[src/design/windowed_mean_multi_mode_assert.svh]
// windowed_mean_multi_mode_assert.svh
// assertion macros used by wmm_back; no dependencies
`ifndef WINDOWED_MEAN_MULTI_MODE_ASSERT_SVH
`define WINDOWED_MEAN_MULTI_MODE_ASSERT_SVH
`ifndef SYNTH
`define WMM_ASSERT_IMP(name, clk, rst, ante, cons, msg) \
  name: assert property (@(posedge clk) disable iff (rst) (ante) |-> (cons)) else $error(msg);
`define WMM_ASSERT_NEXT(name, clk, rst, ante, cons, msg) \
  name: assert property (@(posedge clk) disable iff (rst) (ante) |=> (cons)) else $error(msg);
`else
`define WMM_ASSERT_IMP(name, clk, rst, ante, cons, msg)
`define WMM_ASSERT_NEXT(name, clk, rst, ante, cons, msg)
`endif
`endif

[src/design/wmm_pkg.sv]
// wmm_pkg.sv
// codes, queue entry and divider types, exp2 factor table for the windowed mean block
// no dependencies
package wmm_pkg;

  localparam logic [1:0] CMD_SAMPLE = 2'd0;
  localparam logic [1:0] CMD_CLEAR  = 2'd1;
  localparam logic [1:0] CMD_REPEAT = 2'd2;

  localparam logic [1:0] MODE_ARITH = 2'd0;
  localparam logic [1:0] MODE_GEO   = 2'd1;
  localparam logic [1:0] MODE_HARM  = 2'd2;
  localparam logic [1:0] MODE_RMS   = 2'd3;

  localparam logic REG_MEAN_MODE   = 1'b0;
  localparam logic REG_WINDOW_SIZE = 1'b1;

  localparam int QDEPTH = 4;
  localparam int DIV_W  = 72;

  typedef enum logic {JOB_SAMPLE, JOB_REPEAT} job_op_t;

  typedef struct packed {
    job_op_t            op;
    logic signed [31:0] value;
    logic [3:0]         ch;
    logic               store;
    logic               last;
    logic [4:0]         len;
    logic [8:0]         n;
  } job_t;

  typedef struct packed {
    logic             start;
    logic [DIV_W-1:0] dividend;
    logic [DIV_W-1:0] divisor;
  } div_req_t;

  typedef struct packed {
    logic             busy;
    logic             done;
    logic [DIV_W-1:0] quotient;
  } div_rsp_t;

  typedef logic [31:0] exp_tab_t [24];

  function automatic logic [63:0] isqrt64(logic [63:0] v);
    logic [63:0] r;
    logic [63:0] bt;
    logic [63:0] vv;
    r = '0;
    bt = 64'h4000_0000_0000_0000;
    vv = v;
    for (int i = 0; i < 32; i++) begin
      if (vv >= r + bt) begin
        vv = vv - (r + bt);
        r = (r >> 1) + bt;
      end else begin
        r = r >> 1;
      end
      bt = bt >> 2;
    end
    return r;
  endfunction

  // q1.31 factors 2^(2^-i), each the truncated root of the one before
  function automatic exp_tab_t exp_table();
    exp_tab_t t;
    logic [63:0] c;
    c = isqrt64(64'h8000_0000_0000_0000);
    for (int j = 0; j < 24; j++) begin
      t[j] = c[31:0];
      c = isqrt64({c[32:0], 31'b0});
    end
    return t;
  endfunction

  localparam exp_tab_t EXP_C = exp_table();

endpackage

[src/design/wmm_if.sv]
// wmm_if.sv
// valid/ready channel interfaces for samples in and means out
// no dependencies
interface wmm_in_if;
  logic               valid;
  logic               ready;
  logic [1:0]         command;
  logic signed [31:0] sample_value;
  logic [3:0]         channel;
  logic [4:0]         list_length;
  logic [1:0]         source_kind;
  logic               last_in_list;

  modport source(output valid, command, sample_value, channel, list_length, source_kind,
                 last_in_list, input ready);
  modport sink(input valid, command, sample_value, channel, list_length, source_kind,
               last_in_list, output ready);
endinterface


[src/design/wmm_front.sv]
// wmm_front.sv
// accepts commands, tracks list history state and queues jobs for the back
// depends on wmm_pkg, wmm_if
module wmm_front #(
  parameter int MAX_CHANNELS = 16
) (
  input  logic          clk,
  input  logic          rst,
  wmm_in_if.sink        samples,
  input  logic [8:0]    window_size,
  input  logic          q_full,
  output logic          q_push,
  output wmm_pkg::job_t q_data
);
  import wmm_pkg::*;

  localparam int LIST_CAP = (MAX_CHANNELS < 16) ? MAX_CHANNELS : 16;

  logic [8:0] lists_seen;
  logic [4:0] prev_len;
  logic [1:0] prev_kind;

  logic       accept;
  logic [4:0] len_c;
  logic       restart;
  logic [8:0] ls_eff;
  logic [9:0] ls_inc;
  logic [8:0] n_c;
  logic [8:0] ls_after;
  logic       store;

  assign samples.ready = !q_full;
  assign accept        = samples.valid && !q_full;

  always_comb begin
    if (samples.list_length == 5'd0) begin
      len_c = 5'd1;
    end else if (samples.list_length > 5'(LIST_CAP)) begin
      len_c = 5'(LIST_CAP);
    end else begin
      len_c = samples.list_length;
    end
    restart  = (len_c != prev_len) || (samples.source_kind != prev_kind);
    ls_eff   = restart ? 9'd0 : lists_seen;
    ls_inc   = {1'b0, ls_eff} + 10'd1;
    n_c      = (ls_inc > {1'b0, window_size}) ? window_size : ls_inc[8:0];
    ls_after = (ls_eff < window_size) ? ls_inc[8:0] : window_size;
    store    = ({1'b0, samples.channel} < len_c);

    q_data.op    = JOB_SAMPLE;
    q_data.value = samples.sample_value;
    q_data.ch    = samples.channel;
    q_data.store = store;
    q_data.last  = samples.last_in_list;
    q_data.len   = len_c;
    q_data.n     = n_c;
    q_push       = 1'b0;
    case (samples.command)
      CMD_SAMPLE: begin
        q_push = accept && (store || samples.last_in_list);
      end
      CMD_REPEAT: begin
        q_data.op    = JOB_REPEAT;
        q_data.store = 1'b0;
        q_data.last  = 1'b0;
        q_data.len   = prev_len;
        q_push       = accept && (lists_seen != 9'd0);
      end
      default: begin
        q_push = 1'b0;
      end
    endcase
  end

  always_ff @(posedge clk) begin
    if (rst) begin
      lists_seen <= '0;
      prev_len   <= '0;
      prev_kind  <= '0;
    end else if (accept) begin
      case (samples.command)
        CMD_CLEAR: begin
          lists_seen <= '0;
        end
        CMD_SAMPLE: begin
          prev_len   <= len_c;
          prev_kind  <= samples.source_kind;
          lists_seen <= samples.last_in_list ? ls_after : ls_eff;
        end
        default: begin
        end
      endcase
    end
  end

endmodule

[src/flat_wrapper.sv]
// flat-port wrapper written by rule: the top's interface ports become plain ports
module wmm_front_flat import wmm_pkg::*;
#(
  parameter int MAX_CHANNELS = 16
)
  (clk, rst, window_size, q_full, q_push, q_data, samples_valid, samples_command, samples_sample_value, samples_channel, samples_list_length, samples_source_kind, samples_last_in_list, samples_ready);
  wmm_in_if samples_i ();
  input  logic clk;
  input  logic rst;
  input  logic [8:0] window_size;
  input  logic q_full;
  output logic q_push;
  output wmm_pkg::job_t q_data;
  input wire logic [$bits(samples_i.valid)-1:0] samples_valid;
  input wire logic [$bits(samples_i.command)-1:0] samples_command;
  input wire logic [$bits(samples_i.sample_value)-1:0] samples_sample_value;
  input wire logic [$bits(samples_i.channel)-1:0] samples_channel;
  input wire logic [$bits(samples_i.list_length)-1:0] samples_list_length;
  input wire logic [$bits(samples_i.source_kind)-1:0] samples_source_kind;
  input wire logic [$bits(samples_i.last_in_list)-1:0] samples_last_in_list;
  output wire logic [$bits(samples_i.ready)-1:0] samples_ready;
  assign samples_i.valid = samples_valid;
  assign samples_i.command = samples_command;
  assign samples_i.sample_value = samples_sample_value;
  assign samples_i.channel = samples_channel;
  assign samples_i.list_length = samples_list_length;
  assign samples_i.source_kind = samples_source_kind;
  assign samples_i.last_in_list = samples_last_in_list;
  assign samples_ready = samples_i.ready;
  wmm_front #(.MAX_CHANNELS(MAX_CHANNELS)) u_core (.clk(clk), .rst(rst), .samples(samples_i), .window_size(window_size), .q_full(q_full), .q_push(q_push), .q_data(q_data));
endmodule
[config.mk]
export PLATFORM = sky130hd
export DESIGN_NAME = wmm_front_flat
export DESIGN_NICKNAME = d
export VERILOG_FILES = /design/src/design/windowed_mean_multi_mode_assert.svh /design/src/design/wmm_pkg.sv /design/src/design/wmm_if.sv /design/src/design/wmm_front.sv /design/src/flat_wrapper.sv
export SDC_FILE = /design/constraint.sdc
export NUM_CORES = 1
export LEC_CHECK = 0
export ABC_AREA = 0
export BUFFER_PORTS_ARGS = -buffer_cell sky130_fd_sc_hd__clkbuf_2
export CAP_MARGIN = 10
export CORE_MARGIN = 10
export CORE_UTILIZATION = 50
export DETAILED_ROUTE_END_ITERATION = 8
export PLACE_DENSITY = 0.88
export REMOVE_ABC_BUFFERS = 1
export SLEW_MARGIN = 5
export SYNTH_ARGS = -nofsm -noshare
export SYNTH_HDL_FRONTEND = slang
export SYNTH_SLANG_ARGS = --single-unit
[constraint.sdc]
create_clock -name clk -period 11.4 [get_ports clk]
set_input_delay 1.14 -clock clk [delete_from_list [all_inputs] [get_ports clk]]
set_output_delay 1.14 -clock clk [all_outputs]
set_load 0.005 [all_outputs]
Word level (Yosys, flattened, before mapping)
Cells that the tools add are included.
- bits in registers: 16
- latch bits: 0
- memory bits (writable): 0
- memory bits (read-only): 0
- word-level logic and storage cells: 34
- memories kept: 0
- add/sub/neg operators: 1
- $mul: 0
- div/mod/pow operators: 0
- $lt $le $gt $ge: 4
- eq/ne operators: 4
- shift-type cells: 0
- multiplexer cells: 10
- bitwise logic cells: 0
- reductions and logical operators: 12
- operators by type and width (cell ; count):
    9-bit 2-to-1 mux ; 4
    9-bit case mux with 2 select lines ; 1
    9-bit by 1-bit adder with 10-bit output (second input constant) ; 1
    10-bit by 9-bit greater-than comparator with 1-bit output ; 1
    5-bit 2-to-1 mux ; 2
    9-bit < comparator ; 1
    9-bit nonzero test ; 1
    7-bit 2-to-1 mux ; 1
    5-bit greater-than comparator (second input constant) ; 1
    5-bit zero test ; 1
    4-bit by 5-bit < comparator with 1-bit output ; 1
    5-bit != test ; 1
    2-bit AND reduction ; 2
    1-bit logical AND ; 3
    2-bit by 1-bit equality test with 1-bit output (second input constant) ; 1
    2-bit equality test (second input constant) ; 1
    2-bit zero test ; 1
    1-bit logical OR ; 2
    2-bit != test ; 1
    1-bit case mux with 2 select lines ; 1
    2-bit nonzero test ; 1
    1-bit zero test ; 1
    1-bit 2-to-1 mux ; 1

Logic depth before layout (Yosys ltp)
Gate-level depths: netlist of run 1.
- word-level depth: 10
- depth in mapped cells: 19
- gate-level depth less buffers: 16

Least setup slack after synthesis of run 1
No wires, ideal clock.
- path type: input port to output port
- start: in samples_list_length[4]
- end: out q_data[0] (netlist bit)
- arrival: 4.272 ns
- data required time: 10.260 ns
- path slack: 5.988 ns
- stages on the path: 18
- cells stage by stage: nand2b_4 a211oi_2 and3_1 buf_6 nand2_1 nor2_1 ha_1 and3_1 clkbuf_1 nand3_1 xor2_1 nor2_1 ha_1 a2111oi_0 o21ai_0 a32o_1 buf_6 mux2_4
- RTL lines (element ; RTL line ; source):
    start, declared ; flat_wrapper.sv:18 ; input wire logic [$bits(samples_i.list_length)-1:0] samples_list_length;
    end, declared ; flat_wrapper.sv:13 ; output wmm_pkg::job_t q_data;

==> reports/qor_table.md, run 1 <==
| Parameter | Reported | Unit |
|---|---|---|
| Highest ir drop seen on vdd | 0.05033 | mV |
| Cts repair resizes | 0 | - |
| Prevailing post-synth register cell | dfxtp_1 | - |
| Clock Tree Buf Depth | 2 | - |
| Port buffer count | 49 | - |
| Wire length of the first global-routing pass | 9.887 | mm |
| DRC viols | 0 | - |
| # clock sinks | 16 | - |
| Count of warnings emitted by yosys | 0 | - |
| Post-placement cell count | 327 | - |
| Post-route cell area | 2190 | um2 |
| Cell area after placement | 2135 | um2 |
| Routability congestion estimate from global placement | 0.9766 | - |
| Chip Height | 85.57 | um |
| Category of the worst setup path capture point | primary output | - |
| Cell-internal power | 99.70 | uW |
| Mapped Area | 2150 | um2 |
| Min-delay worst type | reg -> reg | - |
| Total negative setup slack | 0 | ps |
| Number of vias in the routed layout | 1949 | - |
| Logic pwr share | 22.0 | % |
| Number of antenna violations at the first check in global routing | 0 | - |
| Yosys top cell area share | 14.90 | % |
| Fraction of synthesis flops using an asynchronous set or reset pin | 0 | % |
| Worst-margin pin slew | 920.5 | ps |
| Average vias per placed instance | 5.888 | - |
| Number of placed I/O pins | 114 | - |
| Clock slew at the register clock pins of the worst setup and hold paths | 60 | ps |
| Net switching power figure | 38.05 | uW |
| Register share of total power | 41.3 | % |
| Max Freq | 158.1 | MHz |
| Final wirelength | 6.368 | mm |
| Gate count of the mapped netlist | 274 | - |
| Maximum number of pins on one net before global-route repair | 14 | - |
| Area grow syn2layout | 1.863 | % |
| Kind of launch point of the worst setup path | input pin | - |
| Final Max Tran Viols | 0 | - |
| Detail Route Antenna Nets | 0 | - |
| CTS buffer count | 3 | - |
| Final critical delay including setup and external delays | 6323 | ps |
| Average cell area after synthesis | 7.845 | um2 |
| P per Cell Area | 62.91 | nW/um2 |
| Period utilization | 55.47 | % |
| DRT iter0 DRCs | 149 | - |
| Wire length per cell after detailed routing | 19.24 | um |
| RSZ-0062 raised after global routing | no | - |
| Part of the Yosys area used for sequential elements | 14.90 | % |
| Placeable core area | 4086 | um2 |
| EDFF count, synth | 0 | - |
| Fin cells | 331 | - |
| Detailed Routing Iterations Pass 1 | 4 | - |
| Clock network fraction of total power | 36.8 | % |
| Rows | 23 | - |
| Net count of the finished layout | 363 | - |
| Signal arrival time at the worst endpoint | 5180 | ps |
| Depth of the CTS H-tree | 1 | - |
| Final core utilization | 53.58 | % |
| Die width | 85.57 | um |
| Run status | finished clean | - |
| Number of diodes added for antenna fixing | 0 | - |
| Clk Latency, worst-skew pair | 250 | ps |
| Data required time of the critical path | 10260 | ps |
| Max cap viols | 0 | - |
| HPWL after detailed placement | 5.229 | mm |
| Final number of hold-violating endpoints | 0 | - |
| CTS tree | done | - |
| Headroom to the max-slew limit | 38.51 | % |
| Largest fanout on the critical path | 10 | - |
| Net Sw Frac | 27.62 | % |
| Count of buffers added by post-CTS timing repair for setup | 0 | - |
| Biggest area contributors in the synthesized netlist | dfxtp_1, ha_1, buf_4, mux2_4, nand2_1 | - |
| FF+latch count, synth | 16 | - |
| Total GRT Usage | 16.43 | % |
| Area enclosed by the die boundary | 7321 | um2 |
| Total of endpoints with negative setup slack in the final report | 0 | - |
| Initial standard-cell utilization of the core | 52.60 | % |
| Fin Clk Skew | 0.9688 | ps |
| Yosys top cell by area | dfxtp_1 | - |
| Leakage | 0.001011 | uW |
| Hold Path Depth | 2 | - |
| Most common library cells after synthesis | buf_4, nand2_1, ha_1 | - |
| # hold bufs at CTS | 0 | - |
| Classification of the worst setup path | in -> out | - |
| Remaining global-route overflow | 0 | - |
| Count of unique library cells instantiated by Yosys | 54 | - |
| Number of cells traversed by the worst register-to-register path | 12 | - |
| Root Buffer Master | clkbuf_8 | - |
| Library cell with the highest instance count after synthesis | buf_4 | - |
| Share of post-route cells with drive strength above 1 | 24.56 | % |
| Number of global-route vias before repair | 2023 | - |
==> power groups by stage <==
stage               sequential (uW)  combinational [uW]  clock, uW
global placement               58.1                29.3          0
CTS                            56.8                30.4       50.9
global route                   56.9                34.0       54.8
floorplan                      58.0                15.2          0
detailed placement             58.1                30.0          0
finish                         56.8                30.2       50.7
==> placed cells by master, fill, tap and decap left out, drive strengths merged, types with 9 or more instances in the layout <==
cell type | netlist | final
nor2 | 20 | 20
and3 | 9 | 9
nand2 | 23 | 23
mux2 | 10 | 10
clkbuf | 8 | 53
o21ai | 11 | 11
a21oi | 13 | 13
ha | 22 | 22
xnor2 | 9 | 9
dfxtp | 16 | 16
inv | 19 | 19
==> cell type report <==
cell class                      instances  area (um2)
Timing Repair Buffer                   49       245.2
Multi-Input combinational cell        193        1435
Clock buffer                            4       55.05
Tap cell                               50       62.56
Fill cell                             385        1897
Sequential cell                        16       320.3
Inverter                               19       71.32
==> critical path: stages <==
cell       delay, ps
clkbuf_2         150
nand2b_4         180
a211oi_2         230
and3_1           300
nand2_1          280
nor2_1           220
ha_1             280
and3_1           290
nand3_1          120
xor2_1           160
nor2_1            70
ha_1             220
a2111oi_0        410
o21ai_0          170
a32o_1           460
mux2_4           380
clkbuf_2         110
==> final timing paths <==
path / start / to / slack, ps
setup / recovery: samples_list_length[4] / q_data[0] / 5080
hold / removal: u_core.prev_kind[1] / u_core.prev_kind[1] / 470
setup reg to reg: u_core.prev_kind[0] / u_core.lists_seen[2] / 8110
hold reg to reg: u_core.prev_kind[1] / u_core.prev_kind[1] / 470
==> cell families after synthesis <==
kind of cell / Yosys count / synth area share (%)
simple gates: 83 / 19.79
fa+ha+maj: 22 / 12.81
buf+inv: 65 / 18.34
mux: 14 / 8.673
flops: 16 / 14.90
xor+xnor: 16 / 6.869
compound gates: 58 / 18.63
==> state kept, by name, summed over array words and instances (netlist names) <==
register           cells
u_core.lists_seen      9
u_core.prev_len        5
u_core.prev_kind       2
==> layer usage <==
| layer | GRT usage [%] | vias to the layer above | wire [um] |
|---|---|---|---|
| met5 | 1.399 | - | 0 |
| met4 | 3.593 | 0 | 29 |
| met3 | 8.798 | 2 | 709 |
| met2 | 24.52 | 104 | 2773 |
| met1 | 20.16 | 893 | 2855 |
| li1 | - | 950 | - |
==> metrics by stage <==
step	total power (uW)	hold WS, ps	worst slack [ps]
final	137.8	466.9	5077
after global routing	145.6	504.2	4679
after CTS	138.1	469.5	5130
after detailed placement	88.03	460.4	5152
after global placement	87.34	453.6	5248
after floorplan	73.14	442.0	6018
Power figures use the tool's default switching activity.
==> inputs of run 2 (changes only) <==
--- a/config.mk
+++ b/config.mk
@@ -9,9 +9,9 @@
 export BUFFER_PORTS_ARGS = -buffer_cell sky130_fd_sc_hd__clkbuf_2
 export CAP_MARGIN = 10
 export CORE_MARGIN = 10
-export CORE_UTILIZATION = 50
+export CORE_UTILIZATION = 46
 export DETAILED_ROUTE_END_ITERATION = 8
-export PLACE_DENSITY = 0.88
+export PLACE_DENSITY = 0.82
 export REMOVE_ABC_BUFFERS = 1
 export SLEW_MARGIN = 5
 export SYNTH_ARGS = -nofsm -noshare
==> constraint.sdc (replaced) <==
create_clock -name clk -period 6 [get_ports clk]
set_input_delay 0.6 -clock clk [delete_from_list [all_inputs] [get_ports clk]]
set_output_delay 0.6 -clock clk [all_outputs]
set_load 0.005 [all_outputs]
==> run 2 against run 1 <==
Net effect: global-route usage is 0.73 points lower; via count is 0.56% lower; sequential share of layout area is 0.076 points higher; final area is 0.51% lower; die area is 6.6% higher; critical endpoint unchanged; non-clock buffer count stayed put; core utilization is 4.6 points lower; worst setup slack worse by 4300 ps; largest power group unchanged; combinational power is 90% higher; highest routed layer unchanged; largest cell class unchanged.
==> reports/qor_table.md, run 2 (synthesis results as in run 1) <==
| Parameter | Reported | Unit |
|---|---|---|
| Number of cells traversed by the worst register-to-register path | 12 | - |
| Register ranked first by flip-flop count | u_core.lists_seen | - |
| Headroom to the max-slew limit | 42.40 | % |
| Number of vias in the routed layout | 1938 | - |
| Count of buffers added by post-CTS timing repair for setup | 0 | - |
| Kind of launch point of the worst setup path | input pin | - |
| Placeable core area | 4444 | um2 |
| Area enclosed by the die boundary | 7807 | um2 |
| Average vias per placed instance | 5.837 | - |
| Number of diodes added for antenna fixing | 0 | - |
| Worst-margin pin slew | 862.2 | ps |
| Final Max Tran Viols | 0 | - |
| Signal arrival time at the worst endpoint | 4670 | ps |
| Wire length per cell after detailed routing | 18.78 | um |
| Net switching power figure | 69.73 | uW |
| DRT iter0 DRCs | 128 | - |
| Port buffer count | 49 | - |
| Min-delay worst type | reg -> reg | - |
| GRT Max-Usage Layer | met2 | - |
| Highest-count cells in the layout ignoring fill and taps | clkbuf_2, nand2_1, ha_1 | - |
| Largest fanout on the critical path | 10 | - |
| Total of endpoints with negative setup slack in the final report | 0 | - |
| Cts repair resizes | 0 | - |
| Total GRT Usage | 15.70 | % |
| Register share of total power | 44.0 | % |
| Highest ir drop seen on vdd | 0.08986 | mV |
| # clock sinks | 16 | - |
| Max cap viols | 0 | - |
| Clock Tree Buf Depth | 2 | - |
| Net count of the finished layout | 363 | - |
| Die width | 88.36 | um |
| RSZ-0062 raised after global routing | no | - |
| Post-placement cell count | 329 | - |
| Remaining global-route overflow | 0 | - |
| Number of global-route vias before repair | 1979 | - |
| Leading cell type in the layout, fill and taps excluded | clkbuf_2 | - |
| Period utilization | 87.82 | % |
| Initial standard-cell utilization of the core | 48.37 | % |
| Buffers & Inverters on Critical Path | 2 | - |
| WP depth | 17 | - |
| # hold bufs at CTS | 0 | - |
| Total negative setup slack | 0 | ps |
| Number of antenna violations at the first check in global routing | 0 | - |
| Final critical delay including setup and external delays | 5269 | ps |
| DRC viols | 0 | - |
| Cell type group with the largest total delay on the critical path | simple AND/OR/NAND/NOR gates | - |
| Category of the worst setup path capture point | primary output | - |
| Hold Path Depth | 2 | - |
| Largest incremental delay on the critical path | 440 | ps |
| Max Freq | 189.8 | MHz |
| Fin Clk Skew | 2.261 | ps |
| Final number of hold-violating endpoints | 0 | - |
| Detailed Routing Iterations Pass 1 | 4 | - |
| Slowest library cell on the worst path | a32o_1 | - |
| Global routing usage on met1 | 20.30 | % |
| Classification of the worst setup path | in -> out | - |
| Detail Route Antenna Nets | 0 | - |
| Met3 Resource Use GR | 8.456 | % |
| Final wirelength | 6.234 | mm |
| Data required time of the critical path | 5400 | ps |
| Largest registers ranked by flip-flop count | u_core.lists_seen: 9 flops, u_core.prev_len: 5 flops, u_core.prev_kind: 2 flops | - |
| Filler Cell Count | 419 | - |
| Maximum number of pins on one net before global-route repair | 14 | - |
| Root Buffer Master | clkbuf_8 | - |
| Net Sw Frac | 28.41 | % |
| Met2 capacity usage during global routing | 23.17 | % |
| Chip Height | 88.36 | um |
| Share of post-route cells with drive strength above 1 | 24.29 | % |
| Leakage | 0.001004 | uW |
| Clk Latency, worst-skew pair | 250 | ps |
| Area grow syn2layout | 1.339 | % |
| CTS tree | done | - |
| Fin cells | 332 | - |
| Rows | 24 | - |
| P per Cell Area | 112.7 | nW/um2 |
| Logic pwr share | 23.4 | % |
| CTS buffer count | 3 | - |
| Run status | finished clean | - |
| Depth of the CTS H-tree | 1 | - |
| Cells traversed along the worst timing path | clkbuf_2 > nand2b_4 > a211oi_2 > and3_1 > nand2_1 > nor2_1 > ha_1 > and3_1 > nand3_1 > xor2_1 > nor2_1 > ha_1 > a2111oi_0 > o21ai_0 > a32o_1 > mux2_4 > clkbuf_2 | - |
| Clock network fraction of total power | 32.5 | % |
| Wire length of the first global-routing pass | 9.818 | mm |
| Cell-internal power | 175.8 | uW |
| HPWL after detailed placement | 5.183 | mm |
| Flip-flop count of the largest register after layout | 9 | - |
| Clock slew at the register clock pins of the worst setup and hold paths | 60 | ps |
| Number of placed I/O pins | 114 | - |
| Routability congestion estimate from global placement | 0.9116 | - |
run 2: power by group through the flow:
stage                     Combinational (uW)  Clock (uW)  Sequential, uW
after floorplan                         28.8           0             110
after global placement                  55.6           0             110
after detailed placement                56.8           0             110
after CTS                               57.6        80.9             108
after global routing                    64.5        87.3             108
final                                   57.5        79.9             108
run 2: tightest hold or removal path: cells and delay by family, from the launching register on:
family,cells,cell delay (ps)
and+or+nand+nor,1,60
DFF,1,320
AOI/OAI and AO/OA,1,60
run 2: worst paths after layout:
path / startpoint / endpoint / slack [ps]
min: u_core.prev_kind[1] / u_core.prev_kind[1] / 480
min reg2reg: u_core.prev_kind[1] / u_core.prev_kind[1] / 480
max: samples_list_length[4] / q_data[0] / 730
max reg2reg: u_core.prev_kind[0] / u_core.lists_seen[2] / 2750
run 2: cell type report:
class / instances / area (um2) / area share, %
well taps: 52 / 65.06 / 2.987
inverters: 19 / 71.32 / 3.274
multi-input cells: 193 / 1435 / 65.88
repair buffers: 49 / 245.2 / 11.26
clock buffers: 3 / 41.29 / 1.895
flip-flops and latches: 16 / 320.3 / 14.70
run 2: stage by stage:
| stage | util (%) | instance area (um2) | worst slack (ps) | hold WS (ps) | total power (uW) |
|---|---|---|---|---|---|
| after floorplan | - | 1827 | 1698 | 442.0 | 139.0 |
| after global placement | 48.09 | 2137 | 958.7 | 453.5 | 166.0 |
| after detailed placement | 48.09 | 2137 | 771.9 | 464.4 | 167.2 |
| after CTS | 49.01 | 2178 | 763.8 | 475.3 | 246.6 |
| after global routing | 49.01 | 2178 | 348.6 | 492.5 | 259.9 |
| final | 49.01 | 2178 | 730.7 | 479.6 | 245.5 |
run 2: metal layers:
layer / part of all wire [%] / wire [um]
met2: 43 / 2705
met4: 0.40 / 25
met5: 0 / 0
met1: 44 / 2767
met3: 12 / 735
==> inputs of run 3 (changes only) <==
--- a/config.mk
+++ b/config.mk
@@ -6,12 +6,14 @@
 export NUM_CORES = 1
 export LEC_CHECK = 0
 export ABC_AREA = 0
+export ABC_CLOCK_PERIOD_IN_PS = 6000
 export BUFFER_PORTS_ARGS = -buffer_cell sky130_fd_sc_hd__clkbuf_2
 export CAP_MARGIN = 10
 export CORE_MARGIN = 10
 export CORE_UTILIZATION = 46
+export CTS_CLUSTER_SIZE = 30
 export DETAILED_ROUTE_END_ITERATION = 8
-export PLACE_DENSITY = 0.82
+export PLACE_DENSITY = 0.9
 export REMOVE_ABC_BUFFERS = 1
 export SLEW_MARGIN = 5
 export SYNTH_ARGS = -nofsm -noshare
==> run 3 against run 2 <==
Net effect: global-route usage increased by 0.24 points; combinational power up 0.9%; die area unchanged; sequential share of layout area fell by 0.092 points; power is 6.9% higher; clock skew grew 1.9 ps; first-iteration DRC count rose by 26%; worst setup slack improved by 100 ps; worst hold slack worse by 10 ps; cell count grew 0.30%.
==> reports/qor_table.md, run 3 (synthesis results as in run 1) <==
| Parameter | Reported | Unit |
|---|---|---|
| Run status | finished clean | - |
| Area grow syn2layout | 1.979 | % |
| Clock slew at the register clock pins of the worst setup and hold paths | 70 | ps |
| Worst-margin pin slew | 835.1 | ps |
| Average vias per placed instance | 5.934 | - |
| Total of endpoints with negative setup slack in the final report | 0 | - |
| Classification of the worst setup path | in -> out | - |
| Number of cells traversed by the worst register-to-register path | 12 | - |
| CTS buffer count | 3 | - |
| Remaining global-route overflow | 0 | - |
| Final wirelength | 6.478 | mm |
| Depth of the CTS H-tree | 1 | - |
| Maximum number of pins on one net before global-route repair | 14 | - |
| Startpoint of the most critical hold path | u_core.prev_kind[0] | - |
| # clock sinks | 16 | - |
| Rows | 24 | - |
| Worst hold margin | 469.4 | ps |
| Number of vias in the routed layout | 1976 | - |
| Data required time of the critical path | 5400 | ps |
| Highest-count cells in the layout ignoring fill and taps | clkbuf_2, nand2_1, ha_1 | - |
| Highest ir drop seen on vdd | 0.08882 | mV |
| Headroom to the max-slew limit | 44.21 | % |
| DRC viols | 0 | - |
| RSZ-0062 raised after global routing | no | - |
| Cts repair resizes | 0 | - |
| Chip Height | 88.36 | um |
| Register ranked first by flip-flop count | u_core.lists_seen | - |
| Number of global-route vias before repair | 1964 | - |
| Clock network fraction of total power | 36.7 | % |
| Hold EP | u_core.prev_kind[0] | - |
| Max Freq | 193.6 | MHz |
| Total GRT Usage | 15.94 | % |
| Area enclosed by the die boundary | 7807 | um2 |
| Cell-internal power | 189.4 | uW |
| Routability congestion estimate from global placement | 0.9665 | - |
| Number of placed I/O pins | 114 | - |
| Net Sw Frac | 27.79 | % |
| # hold bufs at CTS | 0 | - |
| Slowest library cell on the worst path | a32o_1 | - |
| P per Cell Area | 119.7 | nW/um2 |
| Largest incremental delay on the critical path | 450 | ps |
| Max cap viols | 0 | - |
| Largest registers ranked by flip-flop count | u_core.lists_seen: 9 flops, u_core.prev_len: 5 flops, u_core.prev_kind: 2 flops | - |
| FF-to-FF setup slack | 2760 | ps |
| Cells traversed along the worst timing path | clkbuf_2 > nand2b_4 > a211oi_2 > and3_1 > nand2_1 > nor2_1 > ha_1 > and3_1 > nand3_1 > xor2_1 > nor2_1 > ha_1 > a2111oi_0 > o21ai_0 > a32o_1 > mux2_4 > clkbuf_2 | - |
| Total negative setup slack | 0 | ps |
| Flip-flop count of the largest register after layout | 9 | - |
| Net switching power figure | 72.91 | uW |
| Initial standard-cell utilization of the core | 48.37 | % |
| CTS tree | done | - |
| Root Buffer Master | clkbuf_8 | - |
| HPWL after detailed placement | 5.411 | mm |
| Signal arrival time at the worst endpoint | 4560 | ps |
| Leakage | 0.001011 | uW |
| DRT iter0 DRCs | 161 | - |
| Clock Tree Buf Depth | 2 | - |
| Category of the worst setup path capture point | primary output | - |
| Number of diodes added for antenna fixing | 0 | - |
| Final critical delay including setup and external delays | 5165 | ps |
| Hold Path Depth | 2 | - |
| Critical register-to-register path startpoint | u_core.prev_kind[0] | - |
| Fin Clk Skew | 4.134 | ps |
| Count of buffers added by post-CTS timing repair for setup | 0 | - |
| Wire length of the first global-routing pass | 9.873 | mm |
| Detailed Routing Iterations Pass 1 | 4 | - |
| Die width | 88.36 | um |
| Logic pwr share | 22.1 | % |
| Final Max Tran Viols | 0 | - |
| Register share of total power | 41.2 | % |
| Min-delay worst type | reg -> reg | - |
| Final number of hold-violating endpoints | 0 | - |
| Cell type group with the largest total delay on the critical path | simple AND/OR/NAND/NOR gates | - |
| Kind of launch point of the worst setup path | input pin | - |
| Buffers & Inverters on Critical Path | 2 | - |
| Wire length per cell after detailed routing | 19.45 | um |
| Port buffer count | 49 | - |
| Number of antenna violations at the first check in global routing | 0 | - |
| Net count of the finished layout | 363 | - |
| Clk Latency, worst-skew pair | 250 | ps |
| Detail Route Antenna Nets | 0 | - |
| Leading cell type in the layout, fill and taps excluded | clkbuf_2 | - |
| Largest fanout on the critical path | 10 | - |
| Share of post-route cells with drive strength above 1 | 24.56 | % |
| FF-to-FF End | u_core.lists_seen[2] | - |
| Placeable core area | 4444 | um2 |
| Period utilization | 86.08 | % |
[run 3: cell count changes in the layout (fill, tap and decap cells not counted), sizes merged]
cell | previous run | this run
clkbuf | 52 | 53
[run 3: worst register-to-register path: stages, from the launching register on]
cell and delay (ps):
dfxtp_1 320, xor2_1 170, a211oi_2 230, and3_1 310
nand2_1 290, nor2_1 230, ha_1 250, nor2b_1 130
o31ai_1 220, a21o_1 250, nand2_1 240, o221a_1 300
o32ai_1 230
[run 3: area by class of cell]
cell class                      instances  area (um2)
Tap cell                               52       65.06
Timing Repair Buffer                   49       245.2
Inverter                               19       71.32
Sequential cell                        16       320.3
Fill cell                             420        2252
Clock buffer                            4       55.05
Multi-Input combinational cell        193        1435
[run 3: how the worst max path moves through the flow]
stage                                 startpoint   endpoint  slack (ps)  depth (start not counted)
after detailed placement  samples_list_length[4]  q_data[3]         860                         17
after global routing      samples_list_length[4]  q_data[1]         410                         17
after global placement    samples_list_length[4]  q_data[0]        1010                         17
after CTS                 samples_list_length[4]  q_data[3]         840                         17
after floorplan           samples_list_length[4]  q_data[0]        1700                         15
final                     samples_list_length[4]  q_data[1]         840                         17
[run 3: per-stage QoR]
step | cell area [um2] | setup slack, ps | util, % | std cells | total power, uW
finish | 2192 | 835.1 | 49.32 | 333 | 262.4
global route | 2192 | 414.9 | 49.32 | 333 | 275.5
CTS | 2192 | 835.8 | 49.32 | 333 | 263.5
detailed placement | 2137 | 860.0 | 48.09 | 329 | 167.8
global placement | 2137 | 1006 | 48.09 | 329 | 165.6
floorplan | 1827 | 1698 | - | 228 | 139.0
[run 3: power by group through the flow]
stage               Combinational (uW)  Sequential, uW  Clock, uW
finish                            58.0             108       96.3
global route                      64.9             108        103
CTS                               57.9             108       97.6
detailed placement                57.5             110          0
global placement                  55.3             110          0
floorplan                         28.8             110          0
[run 3: metal layers]
metal | GRT usage, % | routed length [um]
met1 | 20.43 | 2785
met2 | 22.84 | 2839
met3 | 8.088 | 724
met4 | 3.524 | 129
met5 | 3.896 | 0
